## src/sv/lcs_pkg.sv

```systemverilog
// -----------------------------------------------------------------------------
// Linear congruence solver package
// Widths, sequencer states and the request and response structs shared by
// the solver modules.
// -----------------------------------------------------------------------------
package lcs_pkg;

  // Operand width of multiplier, modulus and results.
  localparam int unsigned OpndW = 32;
  // Dividend width of the shared divider: covers the target magnitude 2^OpndW.
  localparam int unsigned DivW = OpndW + 1;
  // Signed width of the Bezout coefficients and their partial products.
  localparam int unsigned CoefW = OpndW + 3;
  localparam int unsigned DivCntW = $clog2(DivW + 1);
  localparam int unsigned MulCntW = $clog2(OpndW + 1);

  typedef logic [OpndW-1:0] opnd_t;
  typedef logic [DivW-1:0] wide_t;
  typedef logic signed [CoefW-1:0] coef_t;

  // Sequencer states.
  typedef enum logic [2:0] {
    ST_IDLE,
    ST_EUC_DIV,
    ST_CHK_DIV,
    ST_NP_DIV,
    ST_SMOD_DIV,
    ST_BMOD_DIV,
    ST_MUL,
    ST_OUT
  } lcs_state_e;

  // Divider command: dividend / divisor, with quotient * mac_op formed alongside.
  typedef struct packed {
    logic  start;
    wide_t dividend;
    opnd_t divisor;
    coef_t mac_op;
  } div_req_t;

  typedef struct packed {
    logic  done;
    wide_t quotient;
    opnd_t remainder;
    coef_t product;
  } div_rsp_t;

  // Modular multiplier command: (x * y) mod m with x, y < m.
  typedef struct packed {
    logic  start;
    opnd_t x;
    opnd_t y;
    opnd_t m;
  } mul_req_t;

  typedef struct packed {
    logic  done;
    opnd_t result;
  } mul_rsp_t;

endpackage

```

## src/sv/lcs_in_if.sv

```systemverilog
// -----------------------------------------------------------------------------
// Linear congruence solver input channel
// Valid/ready channel that carries one congruence a*x = b (mod n).
// -----------------------------------------------------------------------------
interface lcs_in_if;

  logic                       valid;
  logic                       ready;
  logic [lcs_pkg::OpndW-1:0]  multiplier;
  logic signed [lcs_pkg::OpndW:0] target;
  logic [lcs_pkg::OpndW-1:0]  modulus;

  modport source (output valid, output multiplier, output target, output modulus,
                  input ready);
  modport sink (input valid, input multiplier, input target, input modulus,
                output ready);

endinterface

```

## src/sv/lcs_out_if.sv

```systemverilog
// -----------------------------------------------------------------------------
// Linear congruence solver output channel
// Valid/ready channel that carries the solution of one congruence.
// -----------------------------------------------------------------------------
interface lcs_out_if;

  logic                      valid;
  logic                      ready;
  logic                      solvable;
  logic [lcs_pkg::OpndW-1:0] solution;
  logic [lcs_pkg::OpndW-1:0] divisor;

  modport source (output valid, output solvable, output solution, output divisor,
                  input ready);
  modport sink (input valid, input solvable, input solution, input divisor,
                output ready);

endinterface

```

## src/sv/lcs_divider.sv

```systemverilog
// -----------------------------------------------------------------------------
// Linear congruence solver divider
// Restoring divider, one quotient bit per cycle, that also forms the product
// of the quotient and a signed coefficient by Horner accumulation.
// -----------------------------------------------------------------------------
module lcs_divider (
  input  logic              clk_i,
  input  logic              rst_ni,
  input  lcs_pkg::div_req_t req_i,
  output lcs_pkg::div_rsp_t rsp_o
);

  logic                         busy_q;
  logic                         done_q;
  logic [lcs_pkg::DivCntW-1:0]  cnt_q;
  lcs_pkg::opnd_t               rem_q;
  lcs_pkg::wide_t               quo_q;
  lcs_pkg::opnd_t               dsr_q;
  lcs_pkg::coef_t               mop_q;
  lcs_pkg::coef_t               acc_q;

  logic [lcs_pkg::OpndW:0]      trial;
  logic [lcs_pkg::OpndW:0]      diff;
  logic                         fits;
  lcs_pkg::opnd_t               rem_d;
  lcs_pkg::coef_t               acc_d;
  logic                         last;

  // One restoring step: shift in the next dividend bit and try the subtract.
  always_comb begin
    trial = {rem_q, quo_q[lcs_pkg::DivW-1]};
    diff  = trial - {1'b0, dsr_q};
    fits  = (trial >= {1'b0, dsr_q});
    rem_d = fits ? diff[lcs_pkg::OpndW-1:0] : trial[lcs_pkg::OpndW-1:0];
    acc_d = (acc_q <<< 1) + (fits ? mop_q : '0);
    last  = (cnt_q == lcs_pkg::DivCntW'(lcs_pkg::DivW - 1));
  end

  // Control: busy flag, bit counter and completion pulse.
  always_ff @(posedge clk_i or negedge rst_ni) begin
    if (!rst_ni) begin
      busy_q <= 1'b0;
      done_q <= 1'b0;
      cnt_q  <= '0;
    end else begin
      done_q <= 1'b0;
      if (req_i.start) begin
        busy_q <= 1'b1;
        cnt_q  <= '0;
      end else if (busy_q) begin
        cnt_q <= cnt_q + 1'b1;
        if (last) begin
          busy_q <= 1'b0;
          done_q <= 1'b1;
        end
      end
    end
  end

  // Datapath: operands latch at start, then iterate while busy.
  always_ff @(posedge clk_i) begin
    if (req_i.start) begin
      rem_q <= '0;
      quo_q <= req_i.dividend;
      dsr_q <= req_i.divisor;
      mop_q <= req_i.mac_op;
      acc_q <= '0;
    end else if (busy_q) begin
      rem_q <= rem_d;
      quo_q <= {quo_q[lcs_pkg::DivW-2:0], fits};
      acc_q <= acc_d;
    end
  end

  assign rsp_o.done      = done_q;
  assign rsp_o.quotient  = quo_q;
  assign rsp_o.remainder = rem_q;
  assign rsp_o.product   = acc_q;

endmodule

```

## src/sv/lcs_mulmod.sv

```systemverilog
// -----------------------------------------------------------------------------
// Linear congruence solver modular multiplier
// Shift-and-add multiplier that keeps the product and the doubled operand
// reduced modulo m, one multiplier bit per cycle.
// -----------------------------------------------------------------------------
module lcs_mulmod (
  input  logic              clk_i,
  input  logic              rst_ni,
  input  lcs_pkg::mul_req_t req_i,
  output lcs_pkg::mul_rsp_t rsp_o
);

  logic                         busy_q;
  logic                         done_q;
  logic [lcs_pkg::MulCntW-1:0]  cnt_q;
  lcs_pkg::opnd_t               acc_q;
  lcs_pkg::opnd_t               x_q;
  lcs_pkg::opnd_t               y_q;
  lcs_pkg::opnd_t               m_q;

  logic [lcs_pkg::OpndW:0]      acc_sum;
  logic [lcs_pkg::OpndW:0]      x_sum;
  lcs_pkg::opnd_t               acc_d;
  lcs_pkg::opnd_t               x_d;
  logic                         last;

  // Both sums stay below 2m, so one conditional subtract reduces them.
  always_comb begin
    acc_sum = {1'b0, acc_q} + {1'b0, x_q};
    x_sum   = {1'b0, x_q} + {1'b0, x_q};
    if (acc_sum >= {1'b0, m_q}) begin
      acc_d = lcs_pkg::OpndW'(acc_sum - {1'b0, m_q});
    end else begin
      acc_d = acc_sum[lcs_pkg::OpndW-1:0];
    end
    if (x_sum >= {1'b0, m_q}) begin
      x_d = lcs_pkg::OpndW'(x_sum - {1'b0, m_q});
    end else begin
      x_d = x_sum[lcs_pkg::OpndW-1:0];
    end
    last = (cnt_q == lcs_pkg::MulCntW'(lcs_pkg::OpndW - 1));
  end

  // Control: busy flag, bit counter and completion pulse.
  always_ff @(posedge clk_i or negedge rst_ni) begin
    if (!rst_ni) begin
      busy_q <= 1'b0;
      done_q <= 1'b0;
      cnt_q  <= '0;
    end else begin
      done_q <= 1'b0;
      if (req_i.start) begin
        busy_q <= 1'b1;
        cnt_q  <= '0;
      end else if (busy_q) begin
        cnt_q <= cnt_q + 1'b1;
        if (last) begin
          busy_q <= 1'b0;
          done_q <= 1'b1;
        end
      end
    end
  end

  // Datapath: add the doubled operand where the multiplier bit is set.
  always_ff @(posedge clk_i) begin
    if (req_i.start) begin
      acc_q <= '0;
      x_q   <= req_i.x;
      y_q   <= req_i.y;
      m_q   <= req_i.m;
    end else if (busy_q) begin
      if (y_q[0]) begin
        acc_q <= acc_d;
      end
      x_q <= x_d;
      y_q <= y_q >> 1;
    end
  end

  assign rsp_o.done   = done_q;
  assign rsp_o.result = acc_q;

endmodule

```

## src/sv/linear_congruence_solver.sv

```systemverilog
// -----------------------------------------------------------------------------
// Linear congruence solver
// Solves multiplier * x = target (mod modulus) with the extended Euclidean
// algorithm on a shared bit-serial divider and a modular multiplier.
// -----------------------------------------------------------------------------
// One transaction is taken at a time: the input is ready only while the block
// is idle, and a result is held until the output transaction completes. Every
// division runs on one shared restoring divider, which is launched, forms the
// 33 quotient bits one at a time and then hands back the result; an item needs
// one division per Euclid step (up to about 47 for 32-bit operands) plus four
// more for the divisibility check and the reductions modulo n/g, then one pass
// through the modular multiplier. A zero modulus goes straight to the output
// with no division, and an unsolvable item leaves after the check.
module linear_congruence_solver (
  input  logic        clk_i,
  input  logic        rst_ni,
  lcs_in_if.sink      in_i,
  lcs_out_if.source   out_o
);

  lcs_pkg::lcs_state_e state_q, state_d;
  logic                launched_q;

  lcs_pkg::opnd_t      r_prev_q;
  lcs_pkg::opnd_t      r_cur_q;
  lcs_pkg::coef_t      s_prev_q;
  lcs_pkg::coef_t      s_cur_q;
  lcs_pkg::opnd_t      n_q;
  logic                bneg_q;
  lcs_pkg::wide_t      bmag_q;
  lcs_pkg::wide_t      bq_q;
  lcs_pkg::opnd_t      np_q;
  lcs_pkg::opnd_t      smod_q;
  logic                solv_q;
  lcs_pkg::opnd_t      sol_q;
  lcs_pkg::opnd_t      gcd_q;

  lcs_pkg::div_req_t   div_req;
  lcs_pkg::div_rsp_t   div_rsp;
  lcs_pkg::mul_req_t   mul_req;
  lcs_pkg::mul_rsp_t   mul_rsp;

  logic                in_take;
  logic                div_state;
  logic                div_start;
  logic                mul_start;
  lcs_pkg::wide_t      s_abs;
  lcs_pkg::opnd_t      smod_d;
  lcs_pkg::opnd_t      bmod_d;
  lcs_pkg::wide_t      in_bmag;

  lcs_divider u_lcs_divider (
    .clk_i  (clk_i),
    .rst_ni (rst_ni),
    .req_i  (div_req),
    .rsp_o  (div_rsp)
  );

  lcs_mulmod u_lcs_mulmod (
    .clk_i  (clk_i),
    .rst_ni (rst_ni),
    .req_i  (mul_req),
    .rsp_o  (mul_rsp)
  );

  // Sequencer next state.
  always_comb begin
    state_d = state_q;
    case (state_q)
      lcs_pkg::ST_IDLE: begin
        if (in_i.valid) begin
          state_d = (in_i.modulus == '0) ? lcs_pkg::ST_OUT : lcs_pkg::ST_EUC_DIV;
        end
      end
      lcs_pkg::ST_EUC_DIV: begin
        if (div_rsp.done && (div_rsp.remainder == '0)) begin
          state_d = lcs_pkg::ST_CHK_DIV;
        end
      end
      lcs_pkg::ST_CHK_DIV: begin
        if (div_rsp.done) begin
          state_d = (div_rsp.remainder != '0) ? lcs_pkg::ST_OUT : lcs_pkg::ST_NP_DIV;
        end
      end
      lcs_pkg::ST_NP_DIV: begin
        if (div_rsp.done) begin
          state_d = lcs_pkg::ST_SMOD_DIV;
        end
      end
      lcs_pkg::ST_SMOD_DIV: begin
        if (div_rsp.done) begin
          state_d = lcs_pkg::ST_BMOD_DIV;
        end
      end
      lcs_pkg::ST_BMOD_DIV: begin
        if (div_rsp.done) begin
          state_d = lcs_pkg::ST_MUL;
        end
      end
      lcs_pkg::ST_MUL: begin
        if (mul_rsp.done) begin
          state_d = lcs_pkg::ST_OUT;
        end
      end
      lcs_pkg::ST_OUT: begin
        if (out_o.ready) begin
          state_d = lcs_pkg::ST_IDLE;
        end
      end
      default: state_d = lcs_pkg::ST_IDLE;
    endcase
  end

  // Sequencer outputs: handshakes and unit launches.
  always_comb begin
    in_i.ready  = 1'b0;
    out_o.valid = 1'b0;
    div_state   = 1'b0;
    case (state_q)
      lcs_pkg::ST_IDLE:     in_i.ready  = 1'b1;
      lcs_pkg::ST_EUC_DIV:  div_state   = 1'b1;
      lcs_pkg::ST_CHK_DIV:  div_state   = 1'b1;
      lcs_pkg::ST_NP_DIV:   div_state   = 1'b1;
      lcs_pkg::ST_SMOD_DIV: div_state   = 1'b1;
      lcs_pkg::ST_BMOD_DIV: div_state   = 1'b1;
      lcs_pkg::ST_OUT:      out_o.valid = 1'b1;
      default: begin
        in_i.ready  = 1'b0;
        out_o.valid = 1'b0;
      end
    endcase
    div_start = div_state && !launched_q;
    mul_start = (state_q == lcs_pkg::ST_BMOD_DIV) && div_rsp.done;
  end

  assign in_take = in_i.valid && in_i.ready;

  // Divider operand selection, one division per sequencer state.
  always_comb begin
    s_abs = s_prev_q[lcs_pkg::CoefW-1] ? lcs_pkg::DivW'(-s_prev_q)
                                       : lcs_pkg::DivW'(s_prev_q);
    div_req.start    = div_start;
    div_req.dividend = '0;
    div_req.divisor  = '0;
    div_req.mac_op   = '0;
    case (state_q)
      lcs_pkg::ST_EUC_DIV: begin
        div_req.dividend = {1'b0, r_prev_q};
        div_req.divisor  = r_cur_q;
        div_req.mac_op   = s_cur_q;
      end
      lcs_pkg::ST_CHK_DIV: begin
        div_req.dividend = bmag_q;
        div_req.divisor  = r_prev_q;
      end
      lcs_pkg::ST_NP_DIV: begin
        div_req.dividend = {1'b0, n_q};
        div_req.divisor  = r_prev_q;
      end
      lcs_pkg::ST_SMOD_DIV: begin
        div_req.dividend = s_abs;
        div_req.divisor  = np_q;
      end
      lcs_pkg::ST_BMOD_DIV: begin
        div_req.dividend = bq_q;
        div_req.divisor  = np_q;
      end
      default: div_req.dividend = '0;
    endcase
  end

  // Residues folded into [0, n/g) with the signs of s and the target.
  always_comb begin
    if (s_prev_q[lcs_pkg::CoefW-1] && (div_rsp.remainder != '0)) begin
      smod_d = np_q - div_rsp.remainder;
    end else begin
      smod_d = div_rsp.remainder;
    end
    if (bneg_q && (div_rsp.remainder != '0)) begin
      bmod_d = np_q - div_rsp.remainder;
    end else begin
      bmod_d = div_rsp.remainder;
    end
    in_bmag = in_i.target[lcs_pkg::OpndW] ? lcs_pkg::DivW'(-in_i.target)
                                          : lcs_pkg::DivW'(in_i.target);
  end

  assign mul_req.start = mul_start;
  assign mul_req.x     = smod_q;
  assign mul_req.y     = bmod_d;
  assign mul_req.m     = np_q;

  // Sequencer state and the divider launch flag.
  always_ff @(posedge clk_i or negedge rst_ni) begin
    if (!rst_ni) begin
      state_q    <= lcs_pkg::ST_IDLE;
      launched_q <= 1'b0;
    end else begin
      state_q <= state_d;
      if (div_start) begin
        launched_q <= 1'b1;
      end else if (div_rsp.done) begin
        launched_q <= 1'b0;
      end
    end
  end

  // Euclid registers, intermediate residues and the result register.
  always_ff @(posedge clk_i) begin
    if (in_take) begin
      r_prev_q <= in_i.multiplier;
      r_cur_q  <= in_i.modulus;
      s_prev_q <= lcs_pkg::CoefW'(1);
      s_cur_q  <= '0;
      n_q      <= in_i.modulus;
      bneg_q   <= in_i.target[lcs_pkg::OpndW];
      bmag_q   <= in_bmag;
      solv_q   <= 1'b0;
      sol_q    <= '0;
      gcd_q    <= '0;
    end
    case (state_q)
      lcs_pkg::ST_EUC_DIV: begin
        if (div_rsp.done) begin
          r_prev_q <= r_cur_q;
          r_cur_q  <= div_rsp.remainder;
          s_prev_q <= s_cur_q;
          s_cur_q  <= s_prev_q - div_rsp.product;
        end
      end
      lcs_pkg::ST_CHK_DIV: begin
        if (div_rsp.done) begin
          bq_q  <= div_rsp.quotient;
          gcd_q <= r_prev_q;
        end
      end
      lcs_pkg::ST_NP_DIV: begin
        if (div_rsp.done) begin
          np_q <= div_rsp.quotient[lcs_pkg::OpndW-1:0];
        end
      end
      lcs_pkg::ST_SMOD_DIV: begin
        if (div_rsp.done) begin
          smod_q <= smod_d;
        end
      end
      lcs_pkg::ST_MUL: begin
        if (mul_rsp.done) begin
          solv_q <= 1'b1;
          sol_q  <= mul_rsp.result;
        end
      end
      default: ;
    endcase
  end

  assign out_o.solvable = solv_q;
  assign out_o.solution = sol_q;
  assign out_o.divisor  = gcd_q;

endmodule

```

## src/flat_wrapper.sv

```systemverilog
// flat-port wrapper written by rule: the top's interface ports become plain ports
module linear_congruence_solver_flat 
  (clk_i, rst_ni, in_i_valid, in_i_multiplier, in_i_target, in_i_modulus, in_i_ready, out_o_valid, out_o_solvable, out_o_solution, out_o_divisor, out_o_ready);
  lcs_in_if in_i_i ();
  lcs_out_if out_o_i ();
  input  logic clk_i;
  input  logic rst_ni;
  input wire logic [$bits(in_i_i.valid)-1:0] in_i_valid;
  input wire logic [$bits(in_i_i.multiplier)-1:0] in_i_multiplier;
  input wire logic [$bits(in_i_i.target)-1:0] in_i_target;
  input wire logic [$bits(in_i_i.modulus)-1:0] in_i_modulus;
  output wire logic [$bits(in_i_i.ready)-1:0] in_i_ready;
  output wire logic [$bits(out_o_i.valid)-1:0] out_o_valid;
  output wire logic [$bits(out_o_i.solvable)-1:0] out_o_solvable;
  output wire logic [$bits(out_o_i.solution)-1:0] out_o_solution;
  output wire logic [$bits(out_o_i.divisor)-1:0] out_o_divisor;
  input wire logic [$bits(out_o_i.ready)-1:0] out_o_ready;
  assign in_i_i.valid = in_i_valid;
  assign in_i_i.multiplier = in_i_multiplier;
  assign in_i_i.target = in_i_target;
  assign in_i_i.modulus = in_i_modulus;
  assign in_i_ready = in_i_i.ready;
  assign out_o_valid = out_o_i.valid;
  assign out_o_solvable = out_o_i.solvable;
  assign out_o_solution = out_o_i.solution;
  assign out_o_divisor = out_o_i.divisor;
  assign out_o_i.ready = out_o_ready;
  linear_congruence_solver u_core (.clk_i(clk_i), .rst_ni(rst_ni), .in_i(in_i_i), .out_o(out_o_i));
endmodule
```

## config.mk

```make
export PLATFORM = sky130hd
export DESIGN_NAME = linear_congruence_solver_flat
export DESIGN_NICKNAME = d
export VERILOG_FILES = /design/src/sv/lcs_pkg.sv /design/src/sv/lcs_in_if.sv /design/src/sv/lcs_out_if.sv /design/src/sv/lcs_divider.sv /design/src/sv/lcs_mulmod.sv /design/src/sv/linear_congruence_solver.sv /design/src/flat_wrapper.sv
export SDC_FILE = /design/constraint.sdc
export NUM_CORES = 2
export LEC_CHECK = 0
export BUFFER_PORTS_ARGS = -buffer_cell sky130_fd_sc_hd__buf_2
export CORE_ASPECT_RATIO = 2
export CORE_MARGIN = 5
export CORE_UTILIZATION = 25
export DETAILED_ROUTE_END_ITERATION = 16
export PLACE_DENSITY = 0.38
export SLEW_MARGIN = 20
export SYNTH_ARGS = -nofsm -noshare
export SYNTH_HDL_FRONTEND = slang
export SYNTH_HIERARCHICAL = 1
export SYNTH_SLANG_ARGS = --single-unit
```

## constraint.sdc

```tcl
create_clock -name clk_i -period 11.62 [get_ports clk_i]
set_input_delay 0.581 -clock clk_i [delete_from_list [all_inputs] [get_ports clk_i]]
set_output_delay 0.581 -clock clk_i [all_outputs]
set_load 0.05 [all_outputs]
```

==> summary.txt <==
Critical path
  – Crit start category: register
  – Crit path from: u_core/u_lcs_divider/rem_q[24]
  – Crit path required time: around 12 ns
  – CP Buf/Inv Count: 3
  – Crit path largest cell delay: 0.72 ns
  – CP Capture Type: register
  – Delay-heaviest family, CP: compound AO/OA/AOI/OAI gates
  – Worst-case reg-to-reg path depth: 24
  – Critical path class: register to register
  – R2R setup slack: ~4.4 ns
  – R2r endpoint: u_core/u_lcs_divider/acc_q[33]
  – Worst path cell trace: ha_1, and4_1, nand4_1, nor4_1, nor4bb_1, a2111o_1, a311o_1, a21oi_4, buf_4, nor2b_1, ha_1, inv_1, fa_1, nor2b_1, o31a_1, o2111ai_1, nor4_1, a211oi_2, buf_4, o41ai_1, a31oi_1, o21ai_1, xnor2_1, o21ai_0
  – Crit-path slowest cell: nor4bb_1
  – Setup crit end: u_core/u_lcs_divider/acc_q[33]
  – WP data arrival: ~7.8 ns
  – CP Max Fanout: 20
  – Worst r2r src: u_core/u_lcs_divider/rem_q[24]
  – Crit. path cell count: 24

Logic synthesis
  – Adder-cell share of the synthesized area: 0.0745
  – Distinct cell type count after synthesis: 100
  – Post-synthesis async set-or-reset flop share: 0.0295
  – Post-Synth Simple-Gate Area: 0.158
  – Synthesized instance count: ~4400
  – Largest family of logic cells by synthesized area: compound AO/OA/AOI/OAI gates
  – Synth warn: 6
  – Synthesized area: between 40000 and 50000 µm²
  – Post-synthesis sequential area ratio: 0.424
  – Net count after synthesis: roughly 4700
  – Mux cell area share after synthesis: 0.0375
  – Synth Area per Inst: roughly 9.3 µm²
  – Post-synth EDFFs: 359
  – Register bit total from synthesis: a little under 700
  – Synth Area in XOR/XNOR: 0.0528
  – Prevailing post-synth register cell: edfxtp_1
  – Compound-cell area share of the yosys netlist: 0.211

Worst hold path
  – Hold WC Path Type: input port to register

Die
  – Row count: roughly 210
  – Initial core utilization: 0.251
  – Die height: 580 µm
  – IO Pins: 168
  – Core area: ~160000 µm²
  – DIE AREA: 171000 µm²
  – Die W: ~300 µm

Global route
  – GR Util met1: 0.182
  – GR peak layer: met2
  – Vias in the first global route: between 30000 and 40000
  – Largest net degree at the start of global routing: between 100 and 150
  – Met3 Use GR: 0.0182
  – First-pass GRT wire length: ~230000 µm
  – Met2 Resource Use GR: 0.359
  – Gr ovfl total: 0
  – Initial antenna violation count: 1
  – Tot GR Track Use: 0.180

Clocking
  – Clock sink count: 677
  – Max clock buf depth: 3
  – CTS tree: built
  – Post-CTS setup buffers: 0
  – Root buffer cell: clkbuf_16
  – H-Tree Depth: 3
  – CTS Buf Count: 75
  – Clock-pin slew on the worst setup and hold paths: about 0.070 ns
  – Clk_lat worst skew: 0.67 ns

Cells and area
  – Most frequent cells in the layout: nand2_1, edfxtp_1, o21ai_0
  – Fillcell total: between 15000 and 20000
  – Nets: roughly 4800
  – Commonest non-fill, non-tap cell in the layout: nand2_1
  – Finished Cell Area: around 46000 µm²
  – Fraction of layout cells with a size suffix above 1: 0.121
  – Synthesis-to-finish area growth: 14.2%

Run
  – Max-Cap Viols: 0

Detailed routing
  – Drc violations: 0
  – DR vias/cell: just over 5
  – Vias: between 30000 and 40000
  – Antenna Nets Post-Route: 0
  – Wire length per cell: around 24 µm
  – Detailed Routing Iterations Pass 1: 5
  – Detailed Route WL: around 160000 µm
  – DR iter-0 viols: about 1700

Power
  – Cell Pwr Density: 302 nW/µm²
  – Max IR drop VDD: roughly 0.00016 V
  – Clock power frac: 0.186
  – Part of the power in registers: 0.289
  – Sw power: between 6000 and 7000 µW
  – Internal Power: between 7000 and 8000 µW
  – Net Sw Frac: 0.468
  – Total leakage power: approximately 0.019 µW
  – Comb power frac: 0.525

Timing
  – Max Slew Vio Count: 0
  – Worst-Margin Slew: about 1.1 ns
  – Final Critical Period: around 7.2 ns
  – Number of setup violations in the final report: 0
  – Setup Skew: around 0.042 ns
  – RSZ-0062 raised after global routing: false
  – Final Hold Fails: 0
  – Slew HR: 0.231
  – Period utilisation layout: 0.623
  – Fmax: around 140 MHz
  – WHS: 0.146 ns
  – Fin Setup TNS: 0 ns

Placed design
  – Hpwl dp: 123000 µm
  – IO buf count: between 150 and 200
  – Final GP Congestion: between 0.8 and 0.9
  – Area post-placement: approximately 44000 µm²

Status
  – Status: finished, final reports clean
registers in the layout (all words and copies together) (netlist names), 33 cells and up:
register and cells:
u_core/u_lcs_divider/quo_q 33, u_core/u_lcs_divider/acc_q 35, u_core/u_lcs_divider/mop_q 35, u_core/s_prev_q 35, u_core/bq_q 33, u_core/bmag_q 33
u_core/s_cur_q 35
how the worst min path moves through the flow:
stage	from	to	slack, ns	cells after the start
2_1_floorplan	rst_ni	u_core/launched_q	0.29	0
3_3_place_gp	u_core/out_o.solvable	u_core/out_o.solvable	0.44	2
3_5_place_dp	u_core/out_o.solvable	u_core/out_o.solvable	0.43	2
4_1_cts	in_i_modulus[5]	u_core/n_q[5]	0.09	1
5_1_grt	in_i_target[0]	u_core/bmag_q[0]	0.11	1
6_report	in_i_modulus[22]	u_core/n_q[22]	0.15	1
power by group through the flow:
stage                     Sequential [µW]  Clock (µW)  Combinational (µW)
final                                4050        2600                7360
after global routing                 4130        2770                8030
after CTS                            4070        2700                7410
after detailed placement             4120           0                7380
after global placement               4100           0                7380
after floorplan                      4170           0                4930
worst register-to-register path: cells and delay by family, from the launching register on:
family,cells,cell delay (ns)
fa+ha+maj,3,1.09
xor+xnor,1,0.15
simple gates,7,2.36
buf+inv,3,0.64
flops,1,0.40
compound gates,10,2.45
kinds of logic after synthesis:
| logic type | after synthesis |
|---|---|
| fa+ha+maj | 238 |
| xor+xnor | 245 |
| mux | 142 |
| simple gates | 1366 |
| buf+inv | 426 |
| flops | 677 |
| compound gates | 1266 |
synth_stat cells (all sizes together), types with 50 or more instances:
library cell,count,area share
a211oi,52,0.011
a21o,101,0.019
a21oi,241,0.031
a22o,79,0.017
a31oi,84,0.013
and2,50,0.0077
clkbuf,180,0.017
dfxtp,298,0.15
edfxtp,359,0.27
ha,231,0.071
inv,198,0.018
mux2,82,0.023
mux2i,60,0.015
nand2,570,0.053
nand3,86,0.011
nor2,289,0.027
nor2b,69,0.011
nor3,51,0.0064
o21ai,313,0.039
xnor2,149,0.032
xor2,96,0.021
per-stage QoR:
step | util | power, µW | setup slack [ns] | instances
floorplan | - | 9090 | 2.91 | 4360
global placement | 0.271 | 11500 | 4.42 | 6469
detailed placement | 0.271 | 11500 | 4.34 | 6469
global route | 0.287 | 14900 | 4.14 | 6610
CTS | 0.287 | 14200 | 4.34 | 6609
finish | 0.287 | 14000 | 4.38 | 6611
area by class of cell:
| class | instances | area, µm² | area share |
|---|---|---|---|
| multi-input combinational | 3257 | 21900 | 0.471 |
| clock inverter | 45 | 483 | 0.0104 |
| tap | 2110 | 2640 | 0.0569 |
| timing repair buffer | 227 | 1340 | 0.0288 |
| sequential | 677 | 17300 | 0.372 |
| antenna | 2 | 5.00 | 0.000108 |
| inverter | 199 | 752 | 0.0162 |
| clock buffer | 94 | 2100 | 0.0453 |
layer usage:
metal | share of wire | vias to the layer above
li1 | - | 16200
met1 | 0.36 | 16200
met2 | 0.56 | 795
met3 | 0.030 | 259
met4 | 0.056 | 0
met5 | 0 | -
repair_timing:
item | CTS | global route
setup endpoints to repair | 0 | 0
hold buffers | 1 | 0
resized for setup | 0 | 0
endpoints found under the hold margin | 20 | 0
No activity file was read; power rests on OpenSTA's default activity.
